$ cat src/sv/multilevel_process_priority_queue_unit_assert.svh
// Assertion macros for the multilevel process priority queue.
// Included by the top level; depends on nothing else.
`ifndef MULTILEVEL_PROCESS_PRIORITY_QUEUE_UNIT_ASSERT_SVH
`define MULTILEVEL_PROCESS_PRIORITY_QUEUE_UNIT_ASSERT_SVH

// Same-cycle implication, off during reset.
`define MLPQ_ASSERT_SAME(lbl, ck, rs, ante, cons, msg) \
  lbl: assert property (@(posedge ck) disable iff (rs) (ante) |-> (cons)) \
    else $error(msg);

// Next-cycle implication, off during reset.
`define MLPQ_ASSERT_NEXT(lbl, ck, rs, ante, cons, msg) \
  lbl: assert property (@(posedge ck) disable iff (rs) (ante) |=> (cons)) \
    else $error(msg);

`endif

$ cat src/sv/mlpq_pkg.sv
// Shared constants, codes and types of the multilevel process priority queue.
// No dependencies.
`default_nettype none

package mlpq_pkg;

  localparam int NUM_LEVELS = 8;
  localparam int CAPACITY   = 64;
  localparam int PID_BITS   = 8;

  localparam int PID_COUNT = 1 << PID_BITS;
  localparam int LVL_W     = $clog2(NUM_LEVELS);
  localparam int SLOT_W    = $clog2(CAPACITY);
  localparam int CNT_W     = $clog2(CAPACITY + 1);

  // fixed widths of the channel fields
  localparam int FUNC_W = 2;
  localparam int PRIO_W = 3;
  localparam int XPID_W = 8;
  localparam int STAT_W = 3;

  localparam logic [FUNC_W-1:0] FUNC_ADD    = 2'd0;
  localparam logic [FUNC_W-1:0] FUNC_EXEC   = 2'd1;
  localparam logic [FUNC_W-1:0] FUNC_SEARCH = 2'd2;

  localparam logic [STAT_W-1:0] STAT_OK       = 3'd0;
  localparam logic [STAT_W-1:0] STAT_DUP      = 3'd1;
  localparam logic [STAT_W-1:0] STAT_EMPTY    = 3'd2;
  localparam logic [STAT_W-1:0] STAT_NOTFOUND = 3'd3;
  localparam logic [STAT_W-1:0] STAT_FULL     = 3'd4;

  typedef enum logic {
    S_IDLE,
    S_EXEC
  } state_t;

  // read request, issued on the cycle a word is accepted
  typedef struct packed {
    logic              en;
    logic [PID_BITS-1:0] pl_addr;
    logic [SLOT_W-1:0]   fs_addr;
    logic [SLOT_W-1:0]   slot_addr;
  } store_rd_t;

  typedef struct packed {
    logic [LVL_W-1:0]    pl;
    logic [SLOT_W-1:0]   fs;
    logic [PID_BITS-1:0] sp;
    logic [SLOT_W-1:0]   sn;
  } store_q_t;

  typedef struct packed {
    logic                pl_we;
    logic [PID_BITS-1:0] pl_addr;
    logic [LVL_W-1:0]    pl_data;
    logic                sp_we;
    logic [SLOT_W-1:0]   sp_addr;
    logic [PID_BITS-1:0] sp_data;
    logic                sn_we;
    logic [SLOT_W-1:0]   sn_addr;
    logic [SLOT_W-1:0]   sn_data;
    logic                fs_we;
    logic [SLOT_W-1:0]   fs_addr;
    logic [SLOT_W-1:0]   fs_data;
  } store_wr_t;

endpackage

`default_nettype wire

$ cat src/sv/mlpq_req_if.sv
// Request channel of the multilevel process priority queue.
// Depends on mlpq_pkg.
`default_nettype none

interface mlpq_req_if import mlpq_pkg::*; ();
  logic              valid;
  logic              ready;
  logic [FUNC_W-1:0] func;
  logic [PRIO_W-1:0] priority_req;
  logic [XPID_W-1:0] process_id;

  modport source(output valid, func, priority_req, process_id, input ready);
  modport sink(input valid, func, priority_req, process_id, output ready);
endinterface

`default_nettype wire

$ cat src/sv/mlpq_rsp_if.sv
// Response channel of the multilevel process priority queue.
// Depends on mlpq_pkg.
`default_nettype none

interface mlpq_rsp_if import mlpq_pkg::*; ();
  logic              valid;
  logic              ready;
  logic [STAT_W-1:0] status;
  logic [PRIO_W-1:0] result_priority;
  logic [XPID_W-1:0] result_pid;

  modport source(output valid, status, result_priority, result_pid, input ready);
  modport sink(input valid, status, result_priority, result_pid, output ready);
endinterface

`default_nettype wire

$ cat src/sv/mlpq_store.sv
// Synchronous memories of the queue: per-pid level, slot pid/next links and
// the free-slot stack. Depends on mlpq_pkg.
`default_nettype none

module mlpq_store import mlpq_pkg::*; (
  input  logic      clk,
  input  logic      rst,
  input  store_rd_t rd,
  input  store_wr_t wr,
  output store_q_t  q
);

  logic [LVL_W-1:0]    pl_mem [PID_COUNT];
  logic [PID_BITS-1:0] sp_mem [CAPACITY];
  logic [SLOT_W-1:0]   sn_mem [CAPACITY];
  logic [SLOT_W-1:0]   fs_mem [CAPACITY];

  logic [LVL_W-1:0]    pl_q;
  logic [PID_BITS-1:0] sp_q;
  logic [SLOT_W-1:0]   sn_q;

  // free stack entry i reads as i until first written
  logic [CAPACITY-1:0] fs_written;
  logic                fs_hit;
  logic [SLOT_W-1:0]   fs_raw;
  logic [SLOT_W-1:0]   fs_addr_q;

  always_ff @(posedge clk) begin
    if (wr.pl_we) pl_mem[wr.pl_addr] <= wr.pl_data;
    if (wr.sp_we) sp_mem[wr.sp_addr] <= wr.sp_data;
    if (wr.sn_we) sn_mem[wr.sn_addr] <= wr.sn_data;
    if (wr.fs_we) fs_mem[wr.fs_addr] <= wr.fs_data;
    if (rd.en) begin
      pl_q      <= pl_mem[rd.pl_addr];
      sp_q      <= sp_mem[rd.slot_addr];
      sn_q      <= sn_mem[rd.slot_addr];
      fs_raw    <= fs_mem[rd.fs_addr];
      fs_addr_q <= rd.fs_addr;
    end
  end

  always_ff @(posedge clk) begin
    if (rst) begin
      fs_written <= '0;
      fs_hit     <= 1'b0;
    end else begin
      if (wr.fs_we) fs_written[wr.fs_addr] <= 1'b1;
      if (rd.en) fs_hit <= fs_written[rd.fs_addr];
    end
  end

  always_comb begin
    q.pl = pl_q;
    q.fs = fs_hit ? fs_raw : fs_addr_q;
    q.sp = sp_q;
    q.sn = sn_q;
  end

endmodule

`default_nettype wire

$ cat src/sv/multilevel_process_priority_queue_unit.sv
// Multilevel process priority queue: one linked FIFO per level in slot memory.
// Result word: registered in the execute state after the request is accepted.
// One request at a time: accept/read in idle, then modify/write back of the
// slot and pid memories in execute, held while the result word is not taken.
// Reset: synchronous; empties every level, no clearing pass, ready at once.
`default_nettype none
`include "multilevel_process_priority_queue_unit_assert.svh"

module multilevel_process_priority_queue_unit import mlpq_pkg::*; (
  input  logic        clk,
  input  logic        rst,
  mlpq_req_if.sink    req,
  mlpq_rsp_if.source  rsp
);

  state_t state, state_next;

  logic [PID_COUNT-1:0]  pend_flags;
  logic [SLOT_W-1:0]     level_head [NUM_LEVELS];
  logic [SLOT_W-1:0]     level_tail [NUM_LEVELS];
  logic [NUM_LEVELS-1:0] level_nonempty;
  logic [CNT_W-1:0]      used_count;

  logic [FUNC_W-1:0]   func_r;
  logic [LVL_W-1:0]    lvl_r;
  logic [PID_BITS-1:0] pid_r;
  logic [LVL_W-1:0]    first_r;
  logic                pend_r;

  logic                out_valid;
  logic [STAT_W-1:0]   out_status;
  logic [PRIO_W-1:0]   out_prio;
  logic [XPID_W-1:0]   out_pid;

  logic req_acc, exec_fire;
  logic [LVL_W-1:0] lvl_in, first_lvl;

  store_rd_t st_rd;
  store_wr_t st_wr;
  store_q_t  st_q;

  logic                do_add, do_exec, exec_last;
  logic [STAT_W-1:0]   res_status;
  logic [PRIO_W-1:0]   res_prio;
  logic [XPID_W-1:0]   res_pid;
  logic [SLOT_W-1:0]   exec_slot;

  mlpq_store u_store (
    .clk (clk),
    .rst (rst),
    .rd  (st_rd),
    .wr  (st_wr),
    .q   (st_q)
  );

  // control FSM
  always_comb begin
    state_next = state;
    unique case (state)
      S_IDLE: if (req_acc) state_next = S_EXEC;
      S_EXEC: if (exec_fire) state_next = S_IDLE;
      default: state_next = S_IDLE;
    endcase
  end

  always_comb begin
    req.ready = 1'b0;
    exec_fire = 1'b0;
    unique case (state)
      S_IDLE: req.ready = 1'b1;
      S_EXEC: exec_fire = !out_valid || rsp.ready;
      default: ;
    endcase
  end

  assign req_acc = req.valid && req.ready;

  // input level saturation and lowest non-empty level
  always_comb begin
    if (int'(req.priority_req) >= NUM_LEVELS) lvl_in = LVL_W'(NUM_LEVELS - 1);
    else lvl_in = LVL_W'(req.priority_req);
    first_lvl = '0;
    for (int i = NUM_LEVELS - 1; i >= 0; i--) begin
      if (level_nonempty[i]) first_lvl = LVL_W'(i);
    end
  end

  always_comb begin
    st_rd.en        = req_acc;
    st_rd.pl_addr   = req.process_id[PID_BITS-1:0];
    st_rd.fs_addr   = used_count[SLOT_W-1:0];
    st_rd.slot_addr = level_head[first_lvl];
  end

  always_ff @(posedge clk) begin
    if (req_acc) begin
      func_r  <= req.func;
      lvl_r   <= lvl_in;
      pid_r   <= req.process_id[PID_BITS-1:0];
      first_r <= first_lvl;
      pend_r  <= pend_flags[req.process_id[PID_BITS-1:0]];
    end
  end

  // decode of the held request against the state and the memory read data
  always_comb begin
    do_add     = 1'b0;
    do_exec    = 1'b0;
    res_status = STAT_OK;
    res_prio   = '0;
    res_pid    = '0;
    exec_slot  = level_head[first_r];
    exec_last  = exec_slot == level_tail[first_r];
    case (func_r)
      FUNC_ADD: begin
        if (pend_r) res_status = STAT_DUP;
        else if (used_count >= CNT_W'(CAPACITY)) res_status = STAT_FULL;
        else do_add = 1'b1;
      end
      FUNC_EXEC: begin
        if (level_nonempty == '0) begin
          res_status = STAT_EMPTY;
        end else begin
          do_exec  = 1'b1;
          res_prio = PRIO_W'(first_r);
          res_pid  = XPID_W'(st_q.sp);
        end
      end
      FUNC_SEARCH: begin
        if (pend_r) res_prio = PRIO_W'(st_q.pl);
        else res_status = STAT_NOTFOUND;
      end
      default: ;
    endcase
  end

  always_comb begin
    st_wr         = '0;
    st_wr.pl_addr = pid_r;
    st_wr.pl_data = lvl_r;
    st_wr.sp_addr = st_q.fs;
    st_wr.sp_data = pid_r;
    st_wr.sn_addr = level_tail[lvl_r];
    st_wr.sn_data = st_q.fs;
    st_wr.fs_addr = SLOT_W'(used_count - CNT_W'(1));
    st_wr.fs_data = exec_slot;
    if (exec_fire && do_add) begin
      st_wr.pl_we = 1'b1;
      st_wr.sp_we = 1'b1;
      st_wr.sn_we = level_nonempty[lvl_r];
    end
    if (exec_fire && do_exec) st_wr.fs_we = used_count != '0;
  end

  // level pointers: payload, no reset
  always_ff @(posedge clk) begin
    if (exec_fire && do_add) begin
      if (!level_nonempty[lvl_r]) level_head[lvl_r] <= st_q.fs;
      level_tail[lvl_r] <= st_q.fs;
    end
    if (exec_fire && do_exec && !exec_last) level_head[first_r] <= st_q.sn;
  end

  always_ff @(posedge clk) begin
    if (rst) begin
      state          <= S_IDLE;
      pend_flags     <= '0;
      level_nonempty <= '0;
      used_count     <= '0;
      out_valid      <= 1'b0;
    end else begin
      state <= state_next;
      if (exec_fire && do_add) begin
        pend_flags[pid_r]      <= 1'b1;
        level_nonempty[lvl_r]  <= 1'b1;
        used_count             <= used_count + CNT_W'(1);
      end
      if (exec_fire && do_exec) begin
        pend_flags[st_q.sp] <= 1'b0;
        if (exec_last) level_nonempty[first_r] <= 1'b0;
        if (used_count != '0) used_count <= used_count - CNT_W'(1);
      end
      if (exec_fire) out_valid <= 1'b1;
      else if (rsp.ready) out_valid <= 1'b0;
    end
  end

  always_ff @(posedge clk) begin
    if (exec_fire) begin
      out_status <= res_status;
      out_prio   <= res_prio;
      out_pid    <= res_pid;
    end
  end

  assign rsp.valid           = out_valid;
  assign rsp.status          = out_status;
  assign rsp.result_priority = out_prio;
  assign rsp.result_pid      = out_pid;

  `MLPQ_ASSERT_SAME(a_count_bound, clk, rst, 1'b1, used_count <= CNT_W'(CAPACITY), "slot count over capacity")
  `MLPQ_ASSERT_SAME(a_empty_levels, clk, rst, used_count == '0, level_nonempty == '0, "level marked busy with no slot in use")
  `MLPQ_ASSERT_NEXT(a_accept_exec, clk, rst, req_acc, state == S_EXEC, "accepted word not processed next cycle")
  `MLPQ_ASSERT_NEXT(a_fire_valid, clk, rst, exec_fire, out_valid, "processed word has no result word")

endmodule

`default_nettype wire

$ cat src/flat_wrapper.sv
// flat-port wrapper written by rule: the top's interface ports become plain ports
module multilevel_process_priority_queue_unit_flat import mlpq_pkg::*;
  (clk, rst, req_valid, req_func, req_priority_req, req_process_id, req_ready, rsp_valid, rsp_status, rsp_result_priority, rsp_result_pid, rsp_ready);
  mlpq_req_if req_i ();
  mlpq_rsp_if rsp_i ();
  input  logic clk;
  input  logic rst;
  input wire logic [$bits(req_i.valid)-1:0] req_valid;
  input wire logic [$bits(req_i.func)-1:0] req_func;
  input wire logic [$bits(req_i.priority_req)-1:0] req_priority_req;
  input wire logic [$bits(req_i.process_id)-1:0] req_process_id;
  output wire logic [$bits(req_i.ready)-1:0] req_ready;
  output wire logic [$bits(rsp_i.valid)-1:0] rsp_valid;
  output wire logic [$bits(rsp_i.status)-1:0] rsp_status;
  output wire logic [$bits(rsp_i.result_priority)-1:0] rsp_result_priority;
  output wire logic [$bits(rsp_i.result_pid)-1:0] rsp_result_pid;
  input wire logic [$bits(rsp_i.ready)-1:0] rsp_ready;
  assign req_i.valid = req_valid;
  assign req_i.func = req_func;
  assign req_i.priority_req = req_priority_req;
  assign req_i.process_id = req_process_id;
  assign req_ready = req_i.ready;
  assign rsp_valid = rsp_i.valid;
  assign rsp_status = rsp_i.status;
  assign rsp_result_priority = rsp_i.result_priority;
  assign rsp_result_pid = rsp_i.result_pid;
  assign rsp_i.ready = rsp_ready;
  multilevel_process_priority_queue_unit u_core (.clk(clk), .rst(rst), .req(req_i), .rsp(rsp_i));
endmodule
$ cat config.mk
export PLATFORM = sky130hd
export DESIGN_NAME = multilevel_process_priority_queue_unit_flat
export DESIGN_NICKNAME = d
export VERILOG_FILES = /design/src/sv/mlpq_pkg.sv /design/src/sv/mlpq_req_if.sv /design/src/sv/mlpq_rsp_if.sv /design/src/sv/mlpq_store.sv /design/src/sv/multilevel_process_priority_queue_unit.sv /design/src/flat_wrapper.sv
export VERILOG_INCLUDE_DIRS = /design/src /design/src/sv
export SDC_FILE = /design/constraint.sdc
export NUM_CORES = 2
export LEC_CHECK = 0
export BUFFER_PORTS_ARGS = -buffer_cell sky130_fd_sc_hd__buf_2
export CAP_MARGIN = 20
export CORE_UTILIZATION = 57
export CTS_CLUSTER_DIAMETER = 150
export DETAILED_ROUTE_END_ITERATION = 10
export GPL_ROUTABILITY_DRIVEN = 0
export GPL_TIMING_DRIVEN = 0
export MAX_ROUTING_LAYER = met4
export PLACE_DENSITY = 0.76
export SLEW_MARGIN = 20
export SYNTH_ARGS = -nofsm -noshare
export SYNTH_HDL_FRONTEND = slang
export SYNTH_SLANG_ARGS = --single-unit
$ cat constraint.sdc
create_clock -name clk -period 5.4 [get_ports clk]
set_clock_uncertainty 0.15 [all_clocks]
set_input_delay 0 -clock clk [delete_from_list [all_inputs] [get_ports clk]]
set_output_delay 0 -clock clk [all_outputs]
set_load 0.03 [all_outputs]
==> out/summary.json <==
{
  "finish": {
    "final_cells": 9485,
    "num-fill-cells": 11600,
    "final_core_utilization": 0.653,
    "post_route_cells_drive_above_1_share": 0.174,
    "synthesis_to_finish_area_growth_pct": 13.2,
    "layout.nets": 6940
  },
  "synth": {
    "yosys.cell_types.count": 56,
    "post_synth_instance_area_um2": 102000,
    "post_synth_inst_count": 6521,
    "synth_edf_count": 2204,
    "async_s_r_ff_share_synth": 0,
    "syn-num-nets": 6544,
    "synth.ff_latch_count": 2548,
    "ys.flop_type": "sky130_fd_sc_hd__edfxtp_1",
    "synthesis.yosys.warnings": 0,
    "ys_seq_area_frac": 0.716,
    "synth_area_per_inst_um2": 15.7
  },
  "critical_path": {
    "critPathLaunchType": "flip-flop",
    "type_of_the_setup_path_with_the_least_slack": "reg2reg",
    "cp-startpoint": "u_core.used_count[1]",
    "regToRegStartpoint": "u_core.used_count[1]",
    "worst_setup_path_end_kind": "flip-flop",
    "crit_fanout": 10,
    "critPathRequiredTime_ns": 5.78,
    "timing.critical_path.arrival_ns": 5.79
  },
  "clocking": {
    "tritoncts_num_sinks": 2548,
    "clock-root-buffer": "sky130_fd_sc_hd__clkbuf_16",
    "clk-insertion-delay-late_ns": 0.94,
    "cts-htree-levels": 4,
    "cts-buffers-inserted": 241,
    "tritoncts": "built",
    "post_cts.repair.setup_buffers": 0,
    "clockBufferDepth": 3,
    "worst_setup_hold_path_clk_slew_ns": 0.07
  },
  "grt": {
    "initial_antenna_violation_count": 6,
    "grt_use_total": 0.333,
    "number_of_global_route_vias_before_repair": 62800,
    "grt_max_degree": 60,
    "globalRoute.totalOverflow": 0,
    "global_route_wire_length_before_repair_mm": 421
  },
  "timing": {
    "rsz0062_at_grt": "true",
    "worst_pin_slew_ns": 1.36,
    "hold_slack_ns": 0.225,
    "post-route-worst-setup-slack_ns": -0.00912,
    "max_clock_freq_ghz": 0.185,
    "slew_violations": 0,
    "setup_violations": 6,
    "period_share": 1.00,
    "final_hold_violating_endpoints": 0,
    "fin_crit_ns": 5.41,
    "maxSlewHeadroom": 0.0911
  },
  "detailed_routing": {
    "ant_nets": 0,
    "drt_wl_total_mm": 293,
    "vias": 64200,
    "route.detailed.vias_per_inst": 6.77,
    "wl_per_cell_um": 30.9,
    "initial_drt_markers": 10600,
    "drtPass1Iterations": 7,
    "remaining_drc_errors": 0
  },
  "placement": {
    "preCtsSetupSlack_ns": 0.148,
    "port-buffer-count": 31,
    "dp_hpwl_mm": 202,
    "numPlacedInstances": 8980
  },
  "floorplan": {
    "fp.dieW_um": 425,
    "die_height_um": 425,
    "design.core.area_um2": 177000,
    "row_count": 154,
    "starting_utilization_of_the_core_area": 0.577,
    "die_area_um2": 181000,
    "io_pins": 33
  },
  "status": {
    "violations": "setup timing",
    "status": "complete, but fails checks"
  },
  "hold_path": {
    "min_delay_startpoint": "req_process_id[7]",
    "worstHoldPathType": "in2reg"
  },
  "power": {
    "p_total_mw": 41.0,
    "ir_worst_vdd_mv": 0.367,
    "static_leak_nw": 36.6,
    "power_density_nw_per_um2": 355
  },
  "flow_run": {
    "drv_cap": 0
  }
}
-- report_power, final --
group,internal [mW],total (mW),leakage (nW),switching [mW]
registers,21.5,21.5,22.6,0.0652
clock network,9.68,17.2,3.92,7.53
logic,0.701,2.26,10.1,1.56
-- flip-flops by register name (all words and copies together), names as in the netlist, 7 cells and up, named ones only --
| register | count |
|---|---|
| u_core.u_store.sp_mem | 512 |
| u_core.rsp.result_pid | 8 |
| u_core.pid_r | 8 |
| u_core.u_store.sn_mem | 384 |
| u_core.used_count | 7 |
| u_core.level_tail | 48 |
| u_core.u_store.fs_written | 64 |
| u_core.u_store.sp_q | 8 |
| u_core.level_head | 48 |
| u_core.u_store.fs_mem | 384 |
| u_core.u_store.pl_mem | 768 |
| u_core.level_nonempty | 8 |
| u_core.pend_flags | 256 |
-- synth_stat cells, drive strengths merged (36+ instances only) --
cell | instances | area share
a211oi | 358 | 0.027
a21oi | 135 | 0.0066
a311oi | 59 | 0.0051
a31oi | 56 | 0.0034
and3 | 103 | 0.0063
buf | 172 | 0.0089
clkbuf | 259 | 0.0095
dfxtp | 344 | 0.067
edfxtp | 2204 | 0.65
mux2i | 36 | 0.0035
mux4 | 523 | 0.12
nand2 | 806 | 0.030
nand3 | 289 | 0.014
nor2 | 815 | 0.030
nor4 | 46 | 0.0030
o21a | 51 | 0.0037
-- worst paths after layout --
| check | to | slack, ns | cells past startpoint |
|---|---|---|---|
| setup reg to reg | u_core.u_store.fs_mem[58][0] | -0.009 | 12 |
| hold reg to reg | u_core.u_store.fs_addr_q[2] | 0.31 | 0 |
| hold / removal | u_core.pend_r | 0.22 | 3 |
| setup / recovery | u_core.u_store.fs_mem[58][0] | -0.009 | 12 |
-- routing by layer --
metal	global-route usage	part of all wire
met1	0.420	0.34
met2	0.494	0.46
met3	0.0902	0.13
met4	0.181	0.063
met5	-	0
-- cell families (layout without fill, tap and decap cells) --
group           after synthesis  count (layout)  share of synthesized area
flops                      2548            2548                      0.716
simple gates               2175            2175                     0.0903
compound gates              739             739                     0.0512
mux                         581             581                      0.121
buf+inv                     453            1066                     0.0193
xor+xnor                     19              19                    0.00163
fa+ha+maj                     6               6                   0.000735
other cells                   0              11                          0
-- placed cells by master (no fill, tap or decap), types with 26 or more instances in the layout --
cell                            synthesis  layout
sky130_fd_sc_hd__edfxtp_1            2204    2204
sky130_fd_sc_hd__nand2_1              803     799
sky130_fd_sc_hd__nor2_1               815     789
sky130_fd_sc_hd__mux4_2               523     523
sky130_fd_sc_hd__a211oi_1             348     348
sky130_fd_sc_hd__dfxtp_1              344     344
sky130_fd_sc_hd__clkbuf_1             258     303
sky130_fd_sc_hd__nand3_1              289     289
sky130_fd_sc_hd__clkbuf_16              0     244
sky130_fd_sc_hd__a21oi_1              135     133
sky130_fd_sc_hd__buf_2                 75     114
sky130_fd_sc_hd__and3_1               103     103
sky130_fd_sc_hd__a311oi_1              59      59
sky130_fd_sc_hd__a31oi_1               56      56
sky130_fd_sc_hd__o21a_1                51      51
sky130_fd_sc_hd__clkinv_2               0      49
sky130_fd_sc_hd__buf_1                 62      48
sky130_fd_sc_hd__clkinv_1               0      47
sky130_fd_sc_hd__buf_8                  0      47
sky130_fd_sc_hd__nor4_1                45      41
sky130_fd_sc_hd__mux2i_1               36      34
sky130_fd_sc_hd__dlygate4sd3_1          0      31
sky130_fd_sc_hd__buf_4                 24      29
sky130_fd_sc_hd__o21ai_0               28      28
sky130_fd_sc_hd__clkbuf_2               1      28
sky130_fd_sc_hd__bufinv_16              0      26
sky130_fd_sc_hd__buf_16                 0      26
-- area by class of cell --
type | count | area, um2 | area share
sequential | 2548 | 73100 | 0.632
multi-input combinational | 3520 | 27400 | 0.237
clock buffer | 316 | 6450 | 0.0558
tap | 2340 | 2930 | 0.0253
timing repair buffer | 153 | 2110 | 0.0182
buffer | 431 | 1930 | 0.0167
clock inverter | 144 | 1580 | 0.0137
inverter | 22 | 90.1 | 0.000780
antenna | 11 | 27.5 | 0.000238
-- worst max-delay path, stage by stage, from the launching register on --
cell	delay (ns)
sky130_fd_sc_hd__dfxtp_1	0.39
sky130_fd_sc_hd__clkbuf_1	0.46
sky130_fd_sc_hd__clkbuf_1	0.59
sky130_fd_sc_hd__buf_1	0.61
sky130_fd_sc_hd__inv_1	0.11
sky130_fd_sc_hd__ha_1	0.27
sky130_fd_sc_hd__nor3b_1	0.23
sky130_fd_sc_hd__nand2b_1	0.15
sky130_fd_sc_hd__nor3_1	0.06
sky130_fd_sc_hd__nand2b_1	0.26
sky130_fd_sc_hd__nor2_1	0.33
sky130_fd_sc_hd__nand3_1	0.60
sky130_fd_sc_hd__nor2_1	0.81
-- stage by stage --
step / setup TNS (ns) / instance area [um2]
after floorplan: -52.27 / 102000
after global placement: -3387.53 / 105000
after detailed placement: 0 / 107000
after CTS: 0 / 115000
after global routing: -1.76 / 116000
final: -0.0364 / 116000
-- what timing repair did --
action / in CTS / in global routing
hold endpoints to repair: 31 / 0
setup endpoints to repair: 0 / 69
resized for setup: 0 / 10
hold buffers: 31 / 0
Power figures use the tool's default switching activity.
